File: config.mk
export PLATFORM = sky130hd
export DESIGN_NAME = gcpm_front
export DESIGN_NICKNAME = d
export VERILOG_FILES = /design/src/sv/gcpm_pkg.sv /design/src/sv/gcpm_front.sv
export SDC_FILE = /design/constraint.sdc
export NUM_CORES = 1
export LEC_CHECK = 0
export BUFFER_PORTS_ARGS = -buffer_cell sky130_fd_sc_hd__buf_2
export CAP_MARGIN = 20
export CORE_ASPECT_RATIO = 0.75
export CORE_MARGIN = 8
export CORE_UTILIZATION = 53
export CTS_BUF_LIST = sky130_fd_sc_hd__clkbuf_8
export CTS_CLUSTER_SIZE = 24
export DETAILED_ROUTE_END_ITERATION = 10
export HOLD_SLACK_MARGIN = 0.03
export PLACE_DENSITY = 0.95
export SLEW_MARGIN = 20
export SYNTH_ARGS = -nofsm -noshare
export SYNTH_HDL_FRONTEND = slang
export SYNTH_SLANG_ARGS = --single-unit
export TNS_END_PERCENT = 10
File: constraint.sdc
create_clock -name clk -period 6.8 [get_ports clk]
set_input_delay 0 -clock clk [delete_from_list [all_inputs] [get_ports clk]]
set_output_delay 0 -clock clk [all_outputs]
set_load 0.05 [all_outputs]
File: src/sv/gcpm_pkg.sv
package gcpm_pkg;

  localparam int COEF_WIDTH = 40;
  localparam int OUT_WIDTH = 16;
  localparam int POS_W = 16;
  localparam int DW = POS_W + 1;
  localparam int MONO_W = 3 * DW;
  localparam int NUM_TERMS = 10;
  localparam int NUM_POLYS = 4;
  localparam int NUM_SLOTS = NUM_TERMS * NUM_POLYS;
  localparam int SLOT_IDX_W = 6;
  localparam int LIMIT_W = 15;
  localparam int FRAC = 32;
  localparam int CL_W = COEF_WIDTH / 2;
  localparam int CH_W = COEF_WIDTH - CL_W;
  localparam int ML_W = (MONO_W + 1) / 2;
  localparam int MH_W = MONO_W - ML_W;
  localparam int PROD_W = COEF_WIDTH + MONO_W;
  localparam int ACC_W = PROD_W + 4;
  localparam int TOP_W = ACC_W - FRAC - OUT_WIDTH + 1;
  localparam int REG_IDX_W = 3;
  localparam int CFG_W = 16;
  localparam int QUEUE_DEPTH = 2;
  localparam int QPTR_W = $clog2(QUEUE_DEPTH);
  localparam int QCNT_W = $clog2(QUEUE_DEPTH + 1);
  localparam int POLY_LAT = 6;

  localparam logic CMD_LOAD = 1'b0;
  localparam logic CMD_MAP = 1'b1;

  localparam logic [REG_IDX_W-1:0] REG_LEFT_CX = 3'd0;
  localparam logic [REG_IDX_W-1:0] REG_LEFT_CY = 3'd1;
  localparam logic [REG_IDX_W-1:0] REG_RIGHT_CX = 3'd2;
  localparam logic [REG_IDX_W-1:0] REG_RIGHT_CY = 3'd3;
  localparam logic [REG_IDX_W-1:0] REG_LIMIT_X = 3'd4;
  localparam logic [REG_IDX_W-1:0] REG_LIMIT_Y = 3'd5;

  localparam logic [LIMIT_W-1:0] LIMIT_X_RESET = 15'd960;
  localparam logic [LIMIT_W-1:0] LIMIT_Y_RESET = 15'd540;

  localparam logic [OUT_WIDTH-1:0] OUT_MAX = {1'b0, {(OUT_WIDTH - 1){1'b1}}};
  localparam logic [OUT_WIDTH-1:0] OUT_MIN = {1'b1, {(OUT_WIDTH - 1){1'b0}}};

  typedef struct packed {
    logic                         cmd;
    logic [SLOT_IDX_W-1:0]        coef_index;
    logic signed [COEF_WIDTH-1:0] coef_value;
    logic [POS_W-1:0]             left_x;
    logic [POS_W-1:0]             left_y;
    logic [POS_W-1:0]             right_x;
    logic [POS_W-1:0]             right_y;
  } item_t;

  typedef struct packed {
    logic signed [OUT_WIDTH-1:0] left_disp_x;
    logic signed [OUT_WIDTH-1:0] left_disp_y;
    logic signed [OUT_WIDTH-1:0] right_disp_x;
    logic signed [OUT_WIDTH-1:0] right_disp_y;
    logic                        in_display;
    logic                        saturated;
  } result_t;

  typedef struct packed {
    logic [POS_W-1:0] left_cx;
    logic [POS_W-1:0] left_cy;
    logic [POS_W-1:0] right_cx;
    logic [POS_W-1:0] right_cy;
  } centers_t;

  typedef struct packed {
    logic [LIMIT_W-1:0] x;
    logic [LIMIT_W-1:0] y;
  } limits_t;

  typedef struct packed {
    logic                         is_map;
    logic [SLOT_IDX_W-1:0]        coef_index;
    logic [COEF_WIDTH-1:0]        coef_value;
    logic signed [DW-1:0]         ldx;
    logic signed [DW-1:0]         ldy;
    logic signed [DW-1:0]         rdx;
    logic signed [DW-1:0]         rdy;
  } q_entry_t;

  typedef logic [NUM_TERMS-1:0][MONO_W-1:0] mono_vec_t;
  typedef logic [NUM_TERMS-1:0][COEF_WIDTH-1:0] coef_vec_t;

  // Magnitude of a two's complement output; the most negative code gives 2^(OUT_WIDTH-1).
  function automatic logic [OUT_WIDTH:0] out_mag(input logic [OUT_WIDTH-1:0] v);
    logic [OUT_WIDTH:0] ext;
    ext = {v[OUT_WIDTH-1], v};
    return v[OUT_WIDTH-1] ? (~ext + 1'b1) : ext;
  endfunction

endpackage

File: src/sv/gcpm_front.sv
module gcpm_front import gcpm_pkg::*; (
  input  logic     clk,
  input  logic     rst,
  input  logic     item_valid,
  output logic     item_ready,
  input  item_t    item,
  input  centers_t centers,
  output logic     qi_valid,
  input  logic     qi_ready,
  output q_entry_t qi_entry
);

  logic     f_valid;
  q_entry_t f_entry;
  logic     take;
  logic     keep;

  assign item_ready = !f_valid || qi_ready;
  assign take = item_valid && item_ready;
  // Loads aimed past the last slot are taken and dropped here.
  assign keep = (item.cmd == CMD_MAP) || (item.coef_index < SLOT_IDX_W'(NUM_SLOTS));

  always_ff @(posedge clk) begin
    if (rst) begin
      f_valid <= 1'b0;
    end else if (take && keep) begin
      f_valid <= 1'b1;
    end else if (qi_ready) begin
      f_valid <= 1'b0;
    end
  end

  always_ff @(posedge clk) begin
    if (take && keep) begin
      f_entry.is_map     <= (item.cmd == CMD_MAP);
      f_entry.coef_index <= item.coef_index;
      f_entry.coef_value <= item.coef_value;
      f_entry.ldx <= $signed({1'b0, item.left_x}) - $signed({1'b0, centers.left_cx});
      f_entry.ldy <= $signed({1'b0, item.left_y}) - $signed({1'b0, centers.left_cy});
      f_entry.rdx <= $signed({1'b0, item.right_x}) - $signed({1'b0, centers.right_cx});
      f_entry.rdy <= $signed({1'b0, item.right_y}) - $signed({1'b0, centers.right_cy});
    end
  end

  assign qi_valid = f_valid;
  assign qi_entry = f_entry;

endmodule

==> impl_metrics.csv <==
group,metric,value,unit
drt,ant_nets,0,
sta,drv_slew,0,
grt,use_met3,0.0646,
cells_and_area,drive_above_1_share,0.350,
setup_path,max_stage_delay,0.54,ns
place,gp_congestion,0.899,
die,die_w,145,um
clock_tree,cts_tree,"built",
grt,grt_overflow,0,
logic_synthesis,async_flop_share,0,
drt,routed-via-count,6011,
outcome,run_status,"finished clean",
clock_tree,cts-root-buf,"clkbuf_8",
clock_tree,cts_setup_buffers,0,
grt,busiest_layer,"met2",
logic_synthesis,avgSynthCellArea,11.6,sq um
logic_synthesis,ys_types,57,
sta,worst_slew_pin_slew,0.873,ns
grt,antenna_found_initial,1,
logic_synthesis,ys_warn_count,0,
drt,drt-initial-drc-count,448,
setup_path,cp-start-kind,"input port",
grt,track_usage,0.247,
sta,clock.fmax,416,MHz
die,die-area,16500,sq um
clock_tree,numCtsBuffers,17,
clock_tree,clock-sinks,116,
drt,avgRoutedWirePerCell,18.7,um
cells_and_area,nets,1194,
sta,post-route-period-util,0.354,
setup_path,crit_type,"input port to flop",
setup_path,cp_max_fo,4,
logic_synthesis,yosys.area.top_type,"edfxtp_1",
place,numPortBuffers,295,
grt,grt_util_met1,0.273,
sta,grt_setup_unrepaired,"no",
die,std_cell_rows,35,
drt,vias_per_cell,5.33,
sta,finalHoldViolations,0,
setup_path,crit_slowest_cell,"dlygate4sd3_1",
die,coreArea,12300,sq um
setup_path,crit_family,"compound AO/OA/AOI/OAI gates",
sta,fin_crit,2.41,ns
clock_tree,clock_latency,0.42,ns
logic_synthesis,synth_seq_cells,116,
clock_tree,ctsResizeCount,0,
logic_synthesis,postSynthNetCount,824,
logic_synthesis,synth_edf_count,115,
logic_synthesis,synth_area,6670,sq um
sta,slew_headroom,0.418,
power_and_ir_drop,power.density,251,nW/um^2
die,start_util,0.544,
sta,tns,0,ns
drt,drc,0,
grt,use_met2,0.440,
clock_tree,clock_path_buffers,2,
setup_path,arrival,2.67,ns
grt,grt_max_degree,73,
grt,grt_pass1_wl,32.4,mm
logic_synthesis,synthCells,577,
logic_synthesis,ys_seq_area_frac,0.521,
cells_and_area,synthToLayoutAreaGrowth,41.1,%
logic_synthesis,synth_top_area_share,0.518,
logic_synthesis,synth-main-ff-cell,"edfxtp_1",
hold_path,min_path_type,"input port to flop",
setup_path,critPathBufInv,2,
job,maxCapViolCount,0,
place,dpl.cell_count,1034,
drt,drt-total-wl,21.1,mm
place,dpl.hpwl,15.2,mm
die,ios,296,
drt,firstDrtPassIters,7,
grt,grt_pass1_vias,6130,
setup_path,required,7.07,ns
setup_path,crit_chain,"dlygate4sd3_1 > buf_2 > ha_1 > fa_1 > nor2b_1 > o21a_1 > o21ai_1 > a21oi_1 > a21oi_1 > o21ai_1 > xor2_1",
die,die_height,113,um
power_and_ir_drop,vdd_drop_max,0.173,mV
setup_path,cp-end-kind,"flop",
cells_and_area,stdcell_count,1127,
clock_tree,clkTransAtPathRegs,0.09,ns
power_and_ir_drop,cellLeakagePower,4.60,nW
sta,finalSetupViolCount,0,
logic_synthesis,synth.area.top_cells,"edfxtp_1 (52%), ha_1 (12%), inv_1 (4.9%)",
sta,fin_skew,0.0123,ns
clock_tree,ctsHtreeMaxLevel,4,
[path summary, 6_finish.rpt]
kind | slack [ns] | to | start | cells past startpoint
worst max register to register | 4.55 | qi_entry[93] | qi_valid | 3
worst max-delay path | 4.39 | qi_entry[31] | centers[16] | 11
worst min-delay path | 0.04 | qi_entry[0] | centers[0] | 3
worst min register to register | 1.05 | qi_entry[114] | qi_valid | 2
[layout make-up]
cell class / count / area (sq um)
Fill cell: 775 / 2860
Tap cell: 166 / 208
Timing Repair Buffer: 356 / 2080
Inverter: 87 / 327
Sequential cell: 116 / 3470
Multi-Input combinational cell: 369 / 2860
Antenna cell: 1 / 2.50
Clock inverter: 15 / 218
Clock buffer: 17 / 234
[cell usage after synthesis, types with 7 or more instances]
cell	n
a21oi_1	36
nand2_1	25
nor2b_1	13
ha_1	64
xor2_1	20
o21a_1	7
xnor2_1	28
o21bai_1	7
o21ai_1	18
a31oi_1	7
o21ai_0	7
nand4_1	7
nor2_1	25
edfxtp_1	115
a21o_1	32
inv_1	87
[repair_timing]
item                                   in CTS  in global routing
hold buffers                               60                  0
endpoints found under the hold margin      57                  0
setup endpoints to repair                   0                  0
[kinds of logic after synthesis]
kind of cell	after synthesis	share of synthesized area
AO/OA/AOI/OAI	145	0.145
XOR/XNOR	48	0.0631
adder cells (fa/ha/maj)	68	0.132
buffers and inverters	92	0.0518
flip-flops	116	0.521
multiplexers	4	0.00619
AND/OR/NAND/NOR	104	0.0802
[registers in the layout, indices dropped and copies added (netlist names)]
register,count
qi_entry,115
qi_valid,1
[per-stage QoR]
stage	hold WS [ns]	utilization	instance area (sq um)	power, mW	worst slack (ns)
2_1_floorplan	0.0724	-	6670	1.41	2.52
3_3_place_gp	0.165	0.681	8350	1.57	4.62
3_5_place_dp	0.163	0.681	8350	1.59	4.56
4_1_cts	0.0336	0.767	9400	2.35	4.54
5_1_grt	0.0451	0.767	9400	2.45	4.31
6_report	0.0353	0.767	9400	2.36	4.39
[worst register-to-register path: stages, from the launching register on]
cell     delay, ns
dfxtp_1       0.34
nand2_1       0.11
o311a_4       0.59
buf_4         0.81
[per-layer routing]
metal / share of wire / vias up
met5: 0 / -
met4: 0.034 / 0
met3: 0.079 / 58
met2: 0.51 / 366
met1: 0.38 / 2759
li1: - / 2828
[power breakdown]
part	switching [mW]	internal, mW
clock	0.331	0.411
sequential	0.0207	0.883
combinational	0.480	0.235
total	0.831	1.53
[cells in the final DEF (no fill, tap or decap), types with 25 or more instances in the layout]
| master | instances |
|---|---|
| ha_1 | 64 |
| dlygate4sd3_1 | 60 |
| nor2_1 | 25 |
| buf_2 | 295 |
| inv_1 | 87 |
| a21oi_1 | 36 |
| xnor2_1 | 28 |
| a21o_1 | 32 |
| nand2_1 | 25 |
| edfxtp_1 | 115 |
No activity file was read; power rests on OpenSTA's default activity.
