## config.mk

```make
export PLATFORM = sky130hd
export DESIGN_NAME = gcpm_queue
export DESIGN_NICKNAME = d
export VERILOG_FILES = /design/src/sv/gcpm_pkg.sv /design/src/sv/gcpm_queue.sv
export SDC_FILE = /design/constraint.sdc
export NUM_CORES = 1
export LEC_CHECK = 0
export BUFFER_PORTS_ARGS = -buffer_cell sky130_fd_sc_hd__buf_2
export CAP_MARGIN = 20
export CELL_PAD_IN_SITES_DETAIL_PLACEMENT = 0
export CELL_PAD_IN_SITES_GLOBAL_PLACEMENT = 1
export CORE_UTILIZATION = 44
export DETAILED_ROUTE_END_ITERATION = 16
export HOLD_SLACK_MARGIN = 0.02
export PLACE_DENSITY = 0.86
export SYNTH_ARGS = -nofsm -noshare
export SYNTH_HDL_FRONTEND = slang
export SYNTH_SLANG_ARGS = --single-unit
export TNS_END_PERCENT = 30
```

## constraint.sdc

```tcl
create_clock -name clk -period 4.4 [get_ports clk]
set_clock_uncertainty 0.05 [all_clocks]
set_input_delay 0.22 -clock clk [delete_from_list [all_inputs] [get_ports clk]]
set_output_delay 0.22 -clock clk [all_outputs]
set_load 0.005 [all_outputs]
```

## src/sv/gcpm_pkg.sv

```systemverilog
package gcpm_pkg;

  localparam int COEF_WIDTH = 40;
  localparam int OUT_WIDTH = 16;
  localparam int POS_W = 16;
  localparam int DW = POS_W + 1;
  localparam int MONO_W = 3 * DW;
  localparam int NUM_TERMS = 10;
  localparam int NUM_POLYS = 4;
  localparam int NUM_SLOTS = NUM_TERMS * NUM_POLYS;
  localparam int SLOT_IDX_W = 6;
  localparam int LIMIT_W = 15;
  localparam int FRAC = 32;
  localparam int CL_W = COEF_WIDTH / 2;
  localparam int CH_W = COEF_WIDTH - CL_W;
  localparam int ML_W = (MONO_W + 1) / 2;
  localparam int MH_W = MONO_W - ML_W;
  localparam int PROD_W = COEF_WIDTH + MONO_W;
  localparam int ACC_W = PROD_W + 4;
  localparam int TOP_W = ACC_W - FRAC - OUT_WIDTH + 1;
  localparam int REG_IDX_W = 3;
  localparam int CFG_W = 16;
  localparam int QUEUE_DEPTH = 2;
  localparam int QPTR_W = $clog2(QUEUE_DEPTH);
  localparam int QCNT_W = $clog2(QUEUE_DEPTH + 1);
  localparam int POLY_LAT = 6;

  localparam logic CMD_LOAD = 1'b0;
  localparam logic CMD_MAP = 1'b1;

  localparam logic [REG_IDX_W-1:0] REG_LEFT_CX = 3'd0;
  localparam logic [REG_IDX_W-1:0] REG_LEFT_CY = 3'd1;
  localparam logic [REG_IDX_W-1:0] REG_RIGHT_CX = 3'd2;
  localparam logic [REG_IDX_W-1:0] REG_RIGHT_CY = 3'd3;
  localparam logic [REG_IDX_W-1:0] REG_LIMIT_X = 3'd4;
  localparam logic [REG_IDX_W-1:0] REG_LIMIT_Y = 3'd5;

  localparam logic [LIMIT_W-1:0] LIMIT_X_RESET = 15'd960;
  localparam logic [LIMIT_W-1:0] LIMIT_Y_RESET = 15'd540;

  localparam logic [OUT_WIDTH-1:0] OUT_MAX = {1'b0, {(OUT_WIDTH - 1){1'b1}}};
  localparam logic [OUT_WIDTH-1:0] OUT_MIN = {1'b1, {(OUT_WIDTH - 1){1'b0}}};

  typedef struct packed {
    logic                         cmd;
    logic [SLOT_IDX_W-1:0]        coef_index;
    logic signed [COEF_WIDTH-1:0] coef_value;
    logic [POS_W-1:0]             left_x;
    logic [POS_W-1:0]             left_y;
    logic [POS_W-1:0]             right_x;
    logic [POS_W-1:0]             right_y;
  } item_t;

  typedef struct packed {
    logic signed [OUT_WIDTH-1:0] left_disp_x;
    logic signed [OUT_WIDTH-1:0] left_disp_y;
    logic signed [OUT_WIDTH-1:0] right_disp_x;
    logic signed [OUT_WIDTH-1:0] right_disp_y;
    logic                        in_display;
    logic                        saturated;
  } result_t;

  typedef struct packed {
    logic [POS_W-1:0] left_cx;
    logic [POS_W-1:0] left_cy;
    logic [POS_W-1:0] right_cx;
    logic [POS_W-1:0] right_cy;
  } centers_t;

  typedef struct packed {
    logic [LIMIT_W-1:0] x;
    logic [LIMIT_W-1:0] y;
  } limits_t;

  typedef struct packed {
    logic                         is_map;
    logic [SLOT_IDX_W-1:0]        coef_index;
    logic [COEF_WIDTH-1:0]        coef_value;
    logic signed [DW-1:0]         ldx;
    logic signed [DW-1:0]         ldy;
    logic signed [DW-1:0]         rdx;
    logic signed [DW-1:0]         rdy;
  } q_entry_t;

  typedef logic [NUM_TERMS-1:0][MONO_W-1:0] mono_vec_t;
  typedef logic [NUM_TERMS-1:0][COEF_WIDTH-1:0] coef_vec_t;

  // Magnitude of a two's complement output; the most negative code gives 2^(OUT_WIDTH-1).
  function automatic logic [OUT_WIDTH:0] out_mag(input logic [OUT_WIDTH-1:0] v);
    logic [OUT_WIDTH:0] ext;
    ext = {v[OUT_WIDTH-1], v};
    return v[OUT_WIDTH-1] ? (~ext + 1'b1) : ext;
  endfunction

endpackage

```

## src/sv/gcpm_queue.sv

```systemverilog
module gcpm_queue import gcpm_pkg::*; (
  input  logic     clk,
  input  logic     rst,
  input  logic     qi_valid,
  output logic     qi_ready,
  input  q_entry_t qi_entry,
  output logic     qo_valid,
  input  logic     qo_pop,
  output q_entry_t qo_entry
);

  q_entry_t            slots [QUEUE_DEPTH];
  logic [QPTR_W-1:0]   wr_ptr;
  logic [QPTR_W-1:0]   rd_ptr;
  logic [QCNT_W-1:0]   count;
  logic                push;
  logic                pop;

  assign qi_ready = (count != QCNT_W'(QUEUE_DEPTH));
  assign qo_valid = (count != '0);
  assign push = qi_valid && qi_ready;
  assign pop = qo_pop && qo_valid;
  assign qo_entry = slots[rd_ptr];

  always_ff @(posedge clk) begin
    if (rst) begin
      wr_ptr <= '0;
      rd_ptr <= '0;
      count <= '0;
    end else begin
      if (push) begin
        wr_ptr <= wr_ptr + 1'b1;
      end
      if (pop) begin
        rd_ptr <= rd_ptr + 1'b1;
      end
      if (push && !pop) begin
        count <= count + 1'b1;
      end else if (pop && !push) begin
        count <= count - 1'b1;
      end
    end
  end

  always_ff @(posedge clk) begin
    if (push) begin
      slots[wr_ptr] <= qi_entry;
    end
  end

`ifndef NO_ASSERTIONS
  a_fill: assert property (@(posedge clk) disable iff (rst)
    push && !pop |=> count == $past(count) + QCNT_W'(1))
    else $error("queue count did not rise on a lone push");
  a_drain: assert property (@(posedge clk) disable iff (rst)
    pop && !push |=> count == $past(count) - QCNT_W'(1))
    else $error("queue count did not fall on a lone pop");
  a_bound: assert property (@(posedge clk) disable iff (rst)
    count <= QCNT_W'(QUEUE_DEPTH))
    else $error("queue count passed its depth");
`endif

endmodule

```

==> results_dict.tcl <==
set metrics [dict create \
    outcome "finished clean" \
    totalPowerFinal_uw 6290 \
    design.final.nets 872 \
    timing_worst_slew_pin_value_ns 0.906 \
    unrepaired_setup_endpoints_after_global_routing "no" \
    post_synth_inst_count 382 \
    synth.lib_cells_used.distinct 19 \
    grt_antenna_before_repair 1 \
    min_period_over_period_pct 60.5 \
    numCtsBuffers 24 \
    share_of_flip_flops_with_an_asynchronous_set_or_reset_after_synthesis_pct 0 \
    remaining_drc_errors 0 \
    power.sequential.fraction_pct 47.0 \
    start_util_pct 44.8 \
    largest_net_degree_at_the_start_of_global_routing 80 \
    clk_path_buf_depth 3 \
    tritoncts_clock_tree "built" \
    finalHoldViolations 0 \
    timing.hold.worst_path_depth 4 \
    layout_commonest_cell "sky130_fd_sc_hd__buf_2" \
    ys_seq_area_share_pct 80.3 \
    drt_first_iter_violations 248 \
    synth_ff_type "sky130_fd_sc_hd__edfxtp_1" \
    fp.coreArea_mm2 0.0195 \
    die-area_mm2 0.0204 \
    power_leakage_uw 0.00466 \
    cell_types_occupying_the_most_area_after_synthesis "sky130_fd_sc_hd__edfxtp_1 79%, sky130_fd_sc_hd__mux2_4 8.6%, sky130_fd_sc_hd__mux2_2 8.4%" \
    grt-ovfl-total 0 \
    synth-seq-cells 235 \
    clock_power_share_pct 30.5 \
    cell_internal_pwr_uw 4760 \
    dieHeight_um 143 \
    post_synth_instance_area_mm2 0.00872 \
    p_sw_uw 1530 \
    worst-setup-path-type "reg -> out" \
    number_of_synthesized_flops_with_an_enable_pin 230 \
    place_congestion 0.713 \
    reg2reg_path_depth 4 \
    drt_wl_total_mm 17.2 \
    worst_slew_margin_rel_pct 39.6 \
    drt_pre_antenna_iters 6 \
    cap_violations 0 \
    port_buffers 235 \
    clock-sinks 235 \
    fp.dieW_um 143 \
    grt_first_pass_wirelength_mm 26.1 \
    timing.critical_path.required_ns 4.13 \
    rrSetupSlack_ns 2.11 \
    drive_gt1_share_pct 50.8 \
    worst-endpoint-arrival_ns 2.39 \
    worstPathMaxFanout 62 \
    layout.cells.most_common_list "235 x sky130_fd_sc_hd__buf_2, 230 x sky130_fd_sc_hd__edfxtp_1, 117 x sky130_fd_sc_hd__dlygate4sd3_1, 65 x sky130_fd_sc_hd__mux2_2, 50 x sky130_fd_sc_hd__mux2_4" \
    final_period_minus_worst_setup_slack_ns 2.66 \
    cts-root-buf "sky130_fd_sc_hd__clkbuf_16" \
    synthesis.yosys.warnings 0 \
    final.setup.tns_ns 0 \
    critPathLaunchType "flop" \
    max-vdd-ir-drop_v 0.000422 \
    core.rowCount 51 \
    switching_share_pct 24.3 \
    hold_path_origin "qo_pop" \
    vias 4871 \
    grt_pass1_vias 5231 \
    synth_area_per_cell_um2 22.8 \
    synth_fp_nets 502 \
    rr_startpoint "count[0]" \
    cts_post_setup_buffers_inserted 0 \
    slew_violations 0 \
    power_density_of_the_placed_cells_mw_per_mm2 519 \
    clkTransAtPathRegs_ns 0.06 \
    synth_top_area_cell "sky130_fd_sc_hd__edfxtp_1" \
    routed_wire_length_per_instance_um 16.6 \
    top_level_ports 236 \
    yosys.area.top_type_share_pct 79.2 \
    skew_pair_late_insertion_delay_ns 0.50 \
    combinationalPowerShare_pct 22.5 \
    r2r_end "slots[1][100]" \
    holdCritPathClass "in -> reg" \
    worstHoldEndpoint "rd_ptr" \
    cts.htree.levels 1 \
    ant_nets 0 \
    kind_of_end_point_of_the_critical_path "primary output" \
    maxClockFrequency_mhz 376 \
    post_cts.resized_instances 0 \
    track_usage_pct 16.7 \
    detail_route.vias_per_cell 4.70 \
    areaGrowthSynthToFinish_pct 39.1 \
    setup_viol 0 \
    place_hpwl_mm 10.1 \
]
## what timing repair did
action                                  CTS  global route
endpoints found under the setup margin    0             0
hold endpoints to repair                235             0
hold buffers                            117             0
## per-stage QoR
stage / setup WS, ns / area (µm²) / hold slack, ns / util [%] / cells
4_1_cts: 1.64 / 12100 / 0.119 / 62.2 / 1033
2_1_floorplan: 0.562 / 8720 / 0.239 / - / 382
5_1_grt: 1.57 / 12100 / 0.173 / 62.3 / 1034
3_5_place_dp: 1.95 / 10200 / 0.361 / 52.3 / 873
3_3_place_gp: 2.05 / 10200 / 0.357 / 52.3 / 873
6_report: 1.74 / 12100 / 0.163 / 62.3 / 1036
## cell type report
cell class	instances	area [µm²]
multi-input cells	133	1610
clock inverters	12	103
repair buffers	357	2420
diodes	2	5.00
inverters	1	6.26
flip-flops and latches	235	7010
well taps	265	332
fillers	1343	7330
clock buffers	31	648
## cell usage after synthesis (2+ instances only)
cell type / instances
sky130_fd_sc_hd__a21oi_1: 2
sky130_fd_sc_hd__buf_2: 6
sky130_fd_sc_hd__buf_6: 7
sky130_fd_sc_hd__dfxtp_1: 5
sky130_fd_sc_hd__edfxtp_1: 230
sky130_fd_sc_hd__mux2_2: 65
sky130_fd_sc_hd__mux2_4: 50
sky130_fd_sc_hd__nor2_1: 3
sky130_fd_sc_hd__o21ai_0: 2
sky130_fd_sc_hd__xor2_1: 3
## state kept, by name, indices dropped and copies added, names as in the netlist, named ones only
signal and count:
rd_ptr 1, slots 230, wr_ptr 1, count 2
## critical path, stage by stage (launching register included)
cell,delay [ns]
sky130_fd_sc_hd__dfxtp_4,0.90
sky130_fd_sc_hd__buf_12,0.40
sky130_fd_sc_hd__mux2_2,0.39
sky130_fd_sc_hd__buf_2,0.13
## power groups by stage
stage | Sequential, µW | Combinational (µW) | Clock (µW)
global placement | 2980 | 1310 | 0
floorplan | 2920 | 905 | 0
finish | 2960 | 1420 | 1920
detailed placement | 3000 | 1330 | 0
global route | 2990 | 1530 | 2060
CTS | 2960 | 1420 | 1970
## logic make-up (layout without fill, tap and decap cells)
logic type      count (synthesis)  count (layout)  synth area share (%)
fa+ha+maj                       1               1                 0.143
buf+inv                        14             401                  1.29
compound gates                  5               5                 0.344
flops                         235             235                  80.3
xor+xnor                        3               3                 0.301
mux                           115             115                  17.0
other cells                     0               2                     0
simple gates                    9               9                 0.574
## metal layers
metal | track usage (%) | part of all wire, % | up-vias | wire, µm
met5 | 0 | 0 | - | 0
met4 | 4.87 | 1.6 | 0 | 280
met3 | 5.03 | 7.4 | 28 | 1270
met2 | 30.4 | 52 | 182 | 8910
met1 | 18.8 | 39 | 2397 | 6790
li1 | - | - | 2264 | -
## how the worst max path moves through the flow
stage | endpoint | slack (ns) | depth (start not counted)
global placement | slots[1][69] | 2.05 | 3
floorplan | slots[1][0] | 0.56 | 2
detailed placement | slots[1][101] | 1.95 | 3
CTS | qo_entry[112] | 1.64 | 3
finish | qo_entry[104] | 1.74 | 3
global route | qo_entry[104] | 1.57 | 3
Note: power is estimated with default switching activity, not from simulation.
